File: config.mk
export PLATFORM = sky130hd
export DESIGN_NAME = multi_station_gas_alarm_latch_core
export DESIGN_NICKNAME = d
export VERILOG_FILES = /design/src/design/msga_pkg.sv /design/src/design/msga_scan.sv /design/src/design/multi_station_gas_alarm_latch_core.sv
export SDC_FILE = /design/constraint.sdc
export NUM_CORES = 1
export LEC_CHECK = 0
export BUFFER_PORTS_ARGS = -buffer_cell sky130_fd_sc_hd__buf_2
export CORE_ASPECT_RATIO = 1.75
export CORE_MARGIN = 2
export CORE_UTILIZATION = 40
export DETAILED_ROUTE_END_ITERATION = 8
export PLACE_DENSITY = 0.66
export SYNTH_ARGS = -nofsm -noshare
export SYNTH_HDL_FRONTEND = slang
export SYNTH_SLANG_ARGS = --single-unit
export TNS_END_PERCENT = 100
File: constraint.sdc
create_clock -name clk -period 6.1 [get_ports clk]
set_clock_uncertainty 0.15 [all_clocks]
set_input_delay 1.83 -clock clk [delete_from_list [all_inputs] [get_ports clk]]
set_output_delay 1.83 -clock clk [all_outputs]
set_load 0.005 [all_outputs]
File: src/design/msga_pkg.sv
// ----------------------------------------------------------------------------
// msga_pkg: shared types and constants for the gas alarm latch
// station count, command codes, register reset value and the scan result
// ----------------------------------------------------------------------------
package msga_pkg;

  localparam int STATION_COUNT = 10;
  localparam int ST_W          = 4;
  localparam int DIV_W         = 8;

  typedef logic [ST_W-1:0]          station_t;
  typedef logic [STATION_COUNT-1:0] marks_t;
  typedef logic [DIV_W-1:0]         div_t;

  localparam station_t LAST_STATION = station_t'(STATION_COUNT - 1);

  localparam logic [1:0] CMD_SAMPLE = 2'd0;
  localparam logic [1:0] CMD_MUTE   = 2'd1;
  localparam logic [1:0] CMD_TICK   = 2'd2;

  localparam div_t DIV_RESET = div_t'(100);

  // status of the station scan unit
  typedef struct packed {
    logic     done;
    logic     found;
    station_t idx;
  } scan_res_t;

endpackage

File: src/design/msga_scan.sv
// ----------------------------------------------------------------------------
// msga_scan: station scan unit
// walks the candidate vector one station per cycle from station zero and
// stops at the first set bit or after the last station
// ----------------------------------------------------------------------------
module msga_scan
  import msga_pkg::*;
(
  input  logic      clk,
  input  logic      rst_n,
  input  logic      scan_go,
  input  marks_t    cand,
  output scan_res_t res
);

  logic     active_r, active_nxt;
  station_t idx_r, idx_nxt;
  logic     hit;

  always_comb begin
    hit       = cand[idx_r];
    res.done  = active_r && (hit || (idx_r == LAST_STATION));
    res.found = active_r && hit;
    res.idx   = idx_r;
  end

  always_comb begin
    active_nxt = active_r;
    idx_nxt    = idx_r;
    if (scan_go) begin
      active_nxt = 1'b1;
      idx_nxt    = '0;
    end else if (res.done) begin
      active_nxt = 1'b0;
    end else if (active_r) begin
      idx_nxt = idx_r + station_t'(1);
    end
  end

  always_ff @(posedge clk) begin
    if (!rst_n) begin
      active_r <= 1'b0;
      idx_r    <= '0;
    end else begin
      active_r <= active_nxt;
      idx_r    <= idx_nxt;
    end
  end

endmodule

File: src/design/multi_station_gas_alarm_latch_core.sv
// ----------------------------------------------------------------------------
// multi_station_gas_alarm_latch_core: alarm panel for gas detector stations
// keeps per-station fault, alarm, latch and link marks, mutes alarms and
// steps a rotating fault display on timer ticks
// ----------------------------------------------------------------------------
// A request is taken when start is high and busy is low; busy then stays high
// until the result is out. A sample, a timer tick or an unused command passes
// through the execute and report states before the out_valid strobe.
// A mute press runs the station scan unit, which looks at one station per
// cycle from station zero up to the lowest station with alarm and latch set,
// or up to the last station when there is nothing to mute (execute, scan,
// report). The result is on the out_ ports for exactly one cycle
// with out_valid high, and the receiver cannot stall it; busy is already low
// in that cycle, so the next request can be taken at the same edge.
// alarm_led and relays_on reflect the marks after the request has been
// applied. The display divider register may be written at any edge with
// cfg_write_en high, but only while no request is in progress.
// ----------------------------------------------------------------------------
module multi_station_gas_alarm_latch_core
  import msga_pkg::*;
(
  input  logic     clk,
  input  logic     rst_n,
  // request channel
  input  logic     start,
  output logic     busy,
  input  logic [1:0] in_command,
  input  station_t in_station,
  input  logic     in_link_paired,
  input  logic     in_gas_clear,
  // configuration
  input  logic     cfg_write_en,
  input  div_t     cfg_write_data,
  // result channel
  output logic     out_valid,
  output logic     out_alarm_led,
  output logic     out_relays_on,
  output logic     out_new_fault,
  output logic     out_muted,
  output station_t out_muted_station,
  output logic     out_show_fault,
  output station_t out_shown_station
);

  // sequencer codes
  localparam logic [1:0] S_IDLE   = 2'd0;
  localparam logic [1:0] S_EXEC   = 2'd1;
  localparam logic [1:0] S_SCAN   = 2'd2;
  localparam logic [1:0] S_REPORT = 2'd3;

  logic [1:0] state_r, state_nxt;

  // captured request
  logic [1:0] cmd_r, cmd_nxt;
  station_t   station_r, station_nxt;
  logic       paired_r, paired_nxt;
  logic       clear_r, clear_nxt;

  // station marks
  marks_t fault_r, fault_nxt;
  marks_t alarm_r, alarm_nxt;
  marks_t latched_r, latched_nxt;
  marks_t link_r, link_nxt;

  // display rotation
  div_t     tick_r, tick_nxt;
  div_t     tick_inc;
  station_t ptr_r, ptr_nxt;
  div_t     divider_r, divider_nxt;

  // result registers
  logic     valid_r, valid_nxt;
  logic     led_r, led_nxt;
  logic     relays_r, relays_nxt;
  logic     new_fault_r, new_fault_nxt;
  logic     muted_r, muted_nxt;
  station_t muted_st_r, muted_st_nxt;
  logic     show_r, show_nxt;
  station_t shown_r, shown_nxt;

  logic      accept;
  logic      in_range;
  logic      scan_go;
  scan_res_t scan_res;

  assign accept   = start && !busy;
  assign busy     = (state_r != S_IDLE);
  assign in_range = ({1'b0, station_r} < (ST_W + 1)'(STATION_COUNT));
  assign tick_inc = tick_r + div_t'(1);
  assign scan_go  = (state_r == S_EXEC) && (cmd_r == CMD_MUTE);

  // mute candidates: alarm set and latched
  msga_scan u_scan (
    .clk     (clk),
    .rst_n   (rst_n),
    .scan_go (scan_go),
    .cand    (alarm_r & latched_r),
    .res     (scan_res)
  );

  always_comb begin
    state_nxt     = state_r;
    cmd_nxt       = cmd_r;
    station_nxt   = station_r;
    paired_nxt    = paired_r;
    clear_nxt     = clear_r;
    fault_nxt     = fault_r;
    alarm_nxt     = alarm_r;
    latched_nxt   = latched_r;
    link_nxt      = link_r;
    tick_nxt      = tick_r;
    ptr_nxt       = ptr_r;
    divider_nxt   = cfg_write_en ? cfg_write_data : divider_r;
    valid_nxt     = 1'b0;
    led_nxt       = led_r;
    relays_nxt    = relays_r;
    new_fault_nxt = new_fault_r;
    muted_nxt     = muted_r;
    muted_st_nxt  = muted_st_r;
    show_nxt      = show_r;
    shown_nxt     = shown_r;

    case (state_r)
      S_IDLE: begin
        if (accept) begin
          cmd_nxt     = in_command;
          station_nxt = in_station;
          paired_nxt  = in_link_paired;
          clear_nxt   = in_gas_clear;
          state_nxt   = S_EXEC;
        end
      end

      S_EXEC: begin
        // fields that carry no meaning for this request read zero
        new_fault_nxt = 1'b0;
        muted_nxt     = 1'b0;
        muted_st_nxt  = '0;
        show_nxt      = 1'b0;
        shown_nxt     = '0;
        state_nxt     = S_REPORT;
        case (cmd_r)
          CMD_SAMPLE: begin
            if (in_range) begin
              link_nxt[station_r] = paired_r;
              // fault and alarm marks of latched stations take no new samples until reset
              if (paired_r && !latched_r[station_r]) begin
                fault_nxt[station_r] = !clear_r;
                alarm_nxt[station_r] = !clear_r;
                if (!clear_r) begin
                  latched_nxt[station_r] = 1'b1;
                  new_fault_nxt          = 1'b1;
                end
              end
            end
          end
          CMD_MUTE: begin
            state_nxt = S_SCAN;
          end
          CMD_TICK: begin
            tick_nxt = tick_inc;
            // a divider of zero wraps the counter, so it acts as 256
            if (tick_inc == divider_r) begin
              show_nxt  = fault_r[ptr_r];
              shown_nxt = ptr_r;
              ptr_nxt   = (ptr_r == LAST_STATION) ? '0 : ptr_r + station_t'(1);
              tick_nxt  = '0;
            end
          end
          default: begin
            // unused command only reports the lamp and relay status
          end
        endcase
      end

      S_SCAN: begin
        if (scan_res.done) begin
          if (scan_res.found) begin
            alarm_nxt[scan_res.idx] = 1'b0;
            muted_nxt               = 1'b1;
            muted_st_nxt            = scan_res.idx;
          end
          state_nxt = S_REPORT;
        end
      end

      S_REPORT: begin
        led_nxt    = |alarm_r;
        relays_nxt = ~|fault_r;
        valid_nxt  = 1'b1;
        state_nxt  = S_IDLE;
      end

      default: begin
        state_nxt = S_IDLE;
      end
    endcase
  end

  always_ff @(posedge clk) begin
    if (!rst_n) begin
      state_r     <= S_IDLE;
      fault_r     <= '0;
      alarm_r     <= '0;
      latched_r   <= '0;
      link_r      <= '0;
      tick_r      <= '0;
      ptr_r       <= '0;
      divider_r   <= DIV_RESET;
      valid_r     <= 1'b0;
      led_r       <= 1'b0;
      relays_r    <= 1'b0;
      new_fault_r <= 1'b0;
      muted_r     <= 1'b0;
      muted_st_r  <= '0;
      show_r      <= 1'b0;
      shown_r     <= '0;
    end else begin
      state_r     <= state_nxt;
      fault_r     <= fault_nxt;
      alarm_r     <= alarm_nxt;
      latched_r   <= latched_nxt;
      link_r      <= link_nxt;
      tick_r      <= tick_nxt;
      ptr_r       <= ptr_nxt;
      divider_r   <= divider_nxt;
      valid_r     <= valid_nxt;
      led_r       <= led_nxt;
      relays_r    <= relays_nxt;
      new_fault_r <= new_fault_nxt;
      muted_r     <= muted_nxt;
      muted_st_r  <= muted_st_nxt;
      show_r      <= show_nxt;
      shown_r     <= shown_nxt;
    end
  end

  // captured request, no reset needed
  always_ff @(posedge clk) begin
    cmd_r     <= cmd_nxt;
    station_r <= station_nxt;
    paired_r  <= paired_nxt;
    clear_r   <= clear_nxt;
  end

  assign out_valid         = valid_r;
  assign out_alarm_led     = led_r;
  assign out_relays_on     = relays_r;
  assign out_new_fault     = new_fault_r;
  assign out_muted         = muted_r;
  assign out_muted_station = muted_st_r;
  assign out_show_fault    = show_r;
  assign out_shown_station = shown_r;

  // each request yields one strobe, never two in a row
  a_single_strobe: assert property (@(posedge clk) disable iff (!rst_n)
    out_valid |-> !$past(out_valid))
    else $error("result strobe held for two cycles");

  // an accepted request keeps the block busy at the next edge
  a_busy_after_accept: assert property (@(posedge clk) disable iff (!rst_n)
    accept |=> busy)
    else $error("block not busy after accepting a request");

  // a latched station never unlatches outside reset
  a_latch_sticky: assert property (@(posedge clk) disable iff (!rst_n)
    ((latched_r & ~latched_nxt) == '0))
    else $error("latched station released");

  // a mute only ever clears an alarm that was latched
  a_mute_latched: assert property (@(posedge clk) disable iff (!rst_n)
    (state_r == S_SCAN && scan_res.found) |-> latched_r[scan_res.idx])
    else $error("muted a station that was not latched");

  // the scan only runs while the sequencer waits on it
  a_scan_owned: assert property (@(posedge clk) disable iff (!rst_n)
    scan_res.done |-> (state_r == S_SCAN))
    else $error("scan finished outside the scan state");

endmodule
After elaboration in Yosys (flattened, before gate mapping)
Index checks and enable logic that the tools add are counted.
{"block": "op_classes", "n_mux": 41, "magnitude_cmp": 6, "eq_ne": 14, "add_sub_neg": 3, "bitwise_logic": 7, "n_reduce_logical": 29}
{"operator": "10-bit 2-to-1 mux", "count": 5}
{"operator": "10-bit bitwise AND", "count": 2}
{"operator": "10-bit bitwise mux", "count": 2}
{"operator": "4-bit 2-to-1 mux", "count": 5}
{"operator": "10-bit one-hot mux with 2 select lines", "count": 1}
{"operator": "10-bit OR reduction", "count": 2}
{"operator": "1-bit 2-to-1 mux", "count": 17}
{"operator": "4-bit by 5-bit less-than comparator with 1-bit output, second input constant", "count": 3}
{"operator": "1-bit binary-select mux with 4-bit select", "count": 3}
{"operator": "10-bit NOT", "count": 1}
{"operator": "10-bit OR", "count": 1}
{"operator": "4-bit by 1-bit adder with 4-bit output, second input constant", "count": 2}
{"operator": "8-bit by 1-bit adder with 8-bit output, second input constant", "count": 1}
{"operator": "1-bit demux with 4-bit select", "count": 2}
{"operator": "4-bit == test, second input constant", "count": 2}
{"operator": "8-bit == test", "count": 1}
{"operator": "4-bit by 1-bit greater-or-equal comparator with 1-bit output, second input constant", "count": 2}
{"operator": "8-bit 2-to-1 mux", "count": 1}
{"operator": "2-bit inequality test, second input constant", "count": 4}
{"operator": "2-bit one-hot mux with 4 select lines", "count": 1}
{"operator": "4-bit one-hot mux with 2 select lines", "count": 1}
{"operator": "2-bit AND reduction", "count": 4}
{"operator": "1-bit logical AND", "count": 7}
{"operator": "2-bit == test, second input constant", "count": 3}
{"operator": "other kinds (15)", "count": 27}
{"block": "totals", "in_bits": 20, "wordCells": 121, "regBits": 79}

Longest topological paths before layout
{"block": "depth", "depth_word": 9, "ltp_mapped": 8, "ltp_nobuf": 7}

By module
Synthesis repeated with hierarchy kept, for this count alone.
{"block": "unflattened", "hier_cells": 465, "hier_area_um2": 4240.3}
{"module": "multi_station_gas_alarm_latch_core", "seq_area_each_um2": 1561.5, "cells_per_inst": 420, "area_per_inst_um2": 3839.9, "n_inst": 1}
{"module": "msga_scan", "seq_area_each_um2": 100.1, "cells_per_inst": 45, "area_per_inst_um2": 400.4, "n_inst": 1}

Worst setup path before layout
OpenSTA, ideal clock, no wires.
{"block": "synth_timing", "kind": "input to register", "start": "input port rst_n", "end": "register fault_r[2]", "slack_ns": 3.110, "required_time_ns": 5.812, "path_stages": 5, "t_arrival_ns": 2.702, "cell_sequence": "clkbuf_1 > inv_1 > clkbuf_1 > clkbuf_1 > a211oi_1"}
{"item": "start, declared", "line": "multi_station_gas_alarm_latch_core.sv:23", "rtl": "input logic rst_n,"}
{"item": "end signal, assigned", "line": "multi_station_gas_alarm_latch_core.sv:220", "rtl": "fault_r <= fault_nxt;"}
{"item": "end, declared", "line": "multi_station_gas_alarm_latch_core.sv:60", "rtl": "marks_t fault_r, fault_nxt;"}
No word-level cell between the ends.

Final worst setup path
{"block": "layout_timing", "start": "register station_r[0]", "end": "register fault_r[6]"}
{"block": "layout_between", "elab_chain_len": 5, "word_cells_on_any_way": 12}
{"item": "start, declared", "line": "multi_station_gas_alarm_latch_core.sv:55", "rtl": "station_t station_r, station_nxt;"}
{"item": "start signal, assigned", "line": "multi_station_gas_alarm_latch_core.sv:241", "rtl": "station_r <= station_nxt;"}
{"item": "4-bit by 5-bit less-than comparator with 1-bit output (implied by the code) (tied with other cells)", "line": "multi_station_gas_alarm_latch_core.sv:148", "rtl": "fault_nxt[station_r] = !clear_r;"}
{"item": "1-bit logical AND (implied by the code) or 1-bit 2-to-1 mux (tied branches)", "line": "multi_station_gas_alarm_latch_core.sv:148, multi_station_gas_alarm_latch_core.sv:147"}
{"item": "1-bit 2-to-1 mux (implied by the code) or 1-bit logical NOT (tied branches)", "line": "multi_station_gas_alarm_latch_core.sv:148, multi_station_gas_alarm_latch_core.sv:147"}
{"item": "1-bit demux with 4-bit select or 1-bit logical AND (tied branches)", "line": "multi_station_gas_alarm_latch_core.sv:148, multi_station_gas_alarm_latch_core.sv:147"}
{"item": "10-bit bitwise mux or 4-bit AND reduction (tied branches)"}
Several ways; a longest one is shown, not always the timed one. The select of a mux whose other input is x is not followed.
A chain may end at the register's enable or synchronous reset.

==> out/summary.txt <==
OUTCOME
------------------------------------------------------------------------------------------------------
Status                                                                                    finished, final reports clean

CELLS AND AREA
------------------------------------------------------------------------------------------------------
Share of final-layout standard cells stronger than drive strength 1                             13.03%
Final antenna diode count                                                                            0
Number of nets in the layout                                                                       517
Area occupied by multi-input gates                                                            2275 µm²
Layout overhead on the synthesized area                                                         11.45%
Number of fill cells in the layout                                                                 953
Count of non-filler cells in the finished layout                                                   616
Register cell area after layout                                                               1662 µm²

FLOORPLANNING
------------------------------------------------------------------------------------------------------
Height of the die                                                                             137.9 µm
Area of the core region                                                                       9910 µm²
Initial cell density of the core                                                                41.36%
Die area                                                                                     11100 µm²
Width of the chip                                                                             80.52 µm
# rows                                                                                              48
I/O pin count                                                                                       35

YOSYS
------------------------------------------------------------------------------------------------------
Post-Synthesis Cells                                                                               473
Top post-synthesis cells by area                                                          sky130_fd_sc_hd__dfxtp_1 35%, sky130_fd_sc_hd__edfxtp_1 5.9%, sky130_fd_sc_hd__nand2_1 5.4%
Library cell occupying the most area in the post-synthesis netlist                        sky130_fd_sc_hd__dfxtp_1
Share of the synthesized area in the top cell type                                              34.68%
Nets in the synthesized netlist                                                                    503
Synthesized area                                                                              4099 µm²
Count of unique library cells instantiated by Yosys                                                 56
Mean post-synth cell area                                                                    8.666 µm²
Main flop type after synthesis                                                            sky130_fd_sc_hd__dfxtp_1
Sequential element share of the synthesized area                                                40.54%
Number of storage elements in the synthesis netlist                                                 79
Number of enable flip-flop cells after synthesis                                                     8
Ys Warns                                                                                             0
Async set-or-reset flop fraction in the synthesized netlist                                         0%

GLOBAL ROUTE
------------------------------------------------------------------------------------------------------
Antenna violations before repair                                                                     0
Vias in the first global route                                                                    3452
Largest net degree at the start of global routing                                                   37
Wire length of the first global-routing pass                                                  16860 µm
Overall overflow remaining after global route                                                        0
Global-route total usage across every layer                                                     19.82%

PLACEMENT
------------------------------------------------------------------------------------------------------
Buffers added on ports                                                                              34
Placed insts                                                                                       601
Detailed placer's ending HPWL                                                                  7589 µm
Final estimated routing congestion in global placement                                          0.9236
Worst-case setup slack after placement                                                        2.395 ns

TIMING
------------------------------------------------------------------------------------------------------
Achievable clock frequency                                                                   289.5 MHz
Number of hold violations in the final report                                                        0
Share of the cycle needed by the critical path after routing                                    56.63%
# setup viols final                                                                                  0
Transition time at the pin with the least slew margin                                         1.170 ns
Normalized max-slew margin                                                                      21.83%
Setup TNS after final layout                                                                      0 ns
RSZ-0062 raised after global routing                                                                no
Crit path setup slack, layout                                                                 2.646 ns
Final min period                                                                              3.454 ns
Max-slew violation count                                                                             0

CLOCK TREE
------------------------------------------------------------------------------------------------------
Number of buffers inserted for hold repair after clock tree synthesis                                0
Clock tree root driver cell                                                               sky130_fd_sc_hd__clkbuf_16
Post-cts gate resize count                                                                           0
CTS Buffer Depth                                                                                     2
Clock transition at the register clock pins on the worst setup and hold paths after CTS        0.06 ns
Number of sinks on the clock net                                                                    79
Clock tree from TritonCTS                                                                          yes
Clock latency reported for the late side of the worst-skew pair                                0.34 ns
Buffers inserted by post-CTS timing repair                                                           0
Maximum level of the CTS H-tree                                                                      3
Number of clock buffers inserted by TritonCTS                                                        9

POWER
------------------------------------------------------------------------------------------------------
Leak pwr                                                                                      1.617 nW
Total power per unit cell area                                                            296.1 nW/µm²
Relative contribution of combinational cells to total power                                      20.1%
Relative contribution of sequential cells to total power                                         44.7%
Total net switching power                                                                  0.0004315 W
IR Drop Worst-Case VDD                                                                     0.0001760 V
Internal power consumption                                                                 0.0009211 W
Clock network fraction of total power                                                            35.3%
Sw frac                                                                                         31.90%

CRITICAL PATH
------------------------------------------------------------------------------------------------------
Crit-path max FO                                                                                    13
Required time of the worst setup path                                                          6.22 ns
Type of element capturing the critical path                                                       flop
Element type at the critical path start                                                           flop
Start-to-end type of the worst setup path                                                 flop to flop
Data arrival time of the critical path                                                         3.57 ns

ROUTING
------------------------------------------------------------------------------------------------------
Number of search-and-repair iterations in the first detailed-routing pass                            5
DRC violations left                                                                                  0
Routed len/inst                                                                               17.09 µm
Via total after detailed routing                                                                  3594
Post-DR vias/cell                                                                                5.834
Starting DRC count in detailed routing                                                             227
Final ANT Viol Nets                                                                                  0
Routed wire length                                                                            10530 µm

FLOW RUN
------------------------------------------------------------------------------------------------------
# Max-Cap Violations                                                                                 0

HOLD PATH
------------------------------------------------------------------------------------------------------
Hold crit path type                                                                       flop to flop

==> layer usage <==
layer | part of all wire (%) | track usage [%] | wire (µm) | up-vias
li1 | - | - | - | 1765
met1 | 39 | 21.58 | 4072 | 1697
met2 | 53 | 35.79 | 5593 | 101
met3 | 4.0 | 3.516 | 419 | 31
met4 | 4.2 | 10.64 | 444 | 0
met5 | 0 | 0 | 0 | -
==> logic make-up (layout without fill, tap and decap cells) <==
kind of cell    Yosys count  in the layout  share of synthesized area (%)
compound gates          118            118                          20.24
mux                      25             25                          7.112
xor+xnor                 10             10                          2.503
buf+inv                  43             61                          4.121
fa+ha+maj                10             10                          3.053
simple gates            188            188                          22.44
flops                    79             79                          40.54
==> worst paths after layout <==
path,endpoint,cells after the start,startpoint,slack (ns)
max,fault_r[6]$_SDFFE_PN0P_,6,station_r[0]$_DFFE_PP_,2.65
min,out_shown_station[0]$_SDFFE_PN0P_,2,out_shown_station[0]$_SDFFE_PN0P_,0.30
max reg2reg,fault_r[6]$_SDFFE_PN0P_,6,station_r[0]$_DFFE_PP_,2.65
min reg2reg,out_shown_station[0]$_SDFFE_PN0P_,2,out_shown_station[0]$_SDFFE_PN0P_,0.30
==> cell usage in the layout (no fill, tap or decap), types with 12 or more instances in the layout <==
cell type | Yosys | routed
sky130_fd_sc_hd__dfxtp_1 | 71 | 71
sky130_fd_sc_hd__nand2_1 | 59 | 59
sky130_fd_sc_hd__nor2_1 | 44 | 44
sky130_fd_sc_hd__a21oi_1 | 36 | 36
sky130_fd_sc_hd__buf_2 | 6 | 34
sky130_fd_sc_hd__mux2i_1 | 19 | 19
sky130_fd_sc_hd__nand3_1 | 15 | 15
sky130_fd_sc_hd__a32o_1 | 14 | 14
sky130_fd_sc_hd__o21ai_0 | 13 | 13
sky130_fd_sc_hd__nor2b_1 | 12 | 12
==> power by group through the flow <==
stage               Combinational, W  Clock, W  Sequential, W
finish                      0.000272  0.000477       0.000604
global route                0.000300  0.000507       0.000609
CTS                         0.000271  0.000485       0.000603
detailed placement          0.000267         0       0.000614
global placement            0.000263         0       0.000613
floorplan                   0.000213         0       0.000588
==> worst max-delay path, stage by stage (launching register included) <==
cell and delay [ns]:
sky130_fd_sc_hd__edfxtp_1 0.61, sky130_fd_sc_hd__mux4_2 0.58, sky130_fd_sc_hd__a221oi_1 0.39, sky130_fd_sc_hd__o2111ai_1 0.46
sky130_fd_sc_hd__nor2_1 0.81, sky130_fd_sc_hd__a22oi_1 0.23, sky130_fd_sc_hd__nor2_1 0.15
==> area by class of cell <==
| cell class | count | area share, % |
|---|---|---|
| clock buffers | 11 | 5.094 |
| repair buffers | 35 | 3.889 |
| multi-input cells | 351 | 49.79 |
| well taps | 125 | 3.424 |
| inverters | 11 | 0.9039 |
| flip-flops and latches | 79 | 36.37 |
| clock inverters | 4 | 0.5204 |
==> stage by stage <==
stage          cell area (µm²)  util, %  hold slack [ns]  total power [W]
6_report                  4568    46.10           0.3032         0.001353
5_1_grt                   4568    46.10           0.3182         0.001416
4_1_cts                   4568    46.10           0.3056         0.001359
3_5_place_dp              4312    43.51           0.2977        0.0008815
3_3_place_gp              4312    43.51           0.2969        0.0008759
2_1_floorplan             4099        -           0.3026        0.0008010
==> synth_stat cells, types with 4 or more instances <==
cell / n
sky130_fd_sc_hd__a211oi_1: 10
sky130_fd_sc_hd__a21oi_1: 36
sky130_fd_sc_hd__a32o_1: 14
sky130_fd_sc_hd__a32oi_1: 5
sky130_fd_sc_hd__buf_2: 6
sky130_fd_sc_hd__clkbuf_1: 24
sky130_fd_sc_hd__dfxtp_1: 71
sky130_fd_sc_hd__edfxtp_1: 8
sky130_fd_sc_hd__ha_1: 10
sky130_fd_sc_hd__inv_1: 11
sky130_fd_sc_hd__mux2i_1: 19
sky130_fd_sc_hd__nand2_1: 59
sky130_fd_sc_hd__nand2b_1: 5
sky130_fd_sc_hd__nand3_1: 15
sky130_fd_sc_hd__nand4_1: 4
sky130_fd_sc_hd__nor2_1: 44
sky130_fd_sc_hd__nor2b_1: 12
sky130_fd_sc_hd__nor3_1: 10
sky130_fd_sc_hd__nor4_1: 10
sky130_fd_sc_hd__o21ai_0: 13
sky130_fd_sc_hd__o221ai_1: 10
sky130_fd_sc_hd__or3_1: 4
sky130_fd_sc_hd__or3b_2: 4
sky130_fd_sc_hd__or4_1: 4
sky130_fd_sc_hd__xnor2_1: 6
==> registers in the layout, summed over array words and instances (netlist names), 4 cells and up <==
| signal | count |
|---|---|
| alarm_r | 10 |
| divider_r | 8 |
| fault_r | 10 |
| latched_r | 10 |
| out_muted_station | 4 |
| out_shown_station | 4 |
| ptr_r | 4 |
| station_r | 4 |
| tick_r | 8 |
| u_scan.idx_r | 4 |
Power figures use the tool's default switching activity.
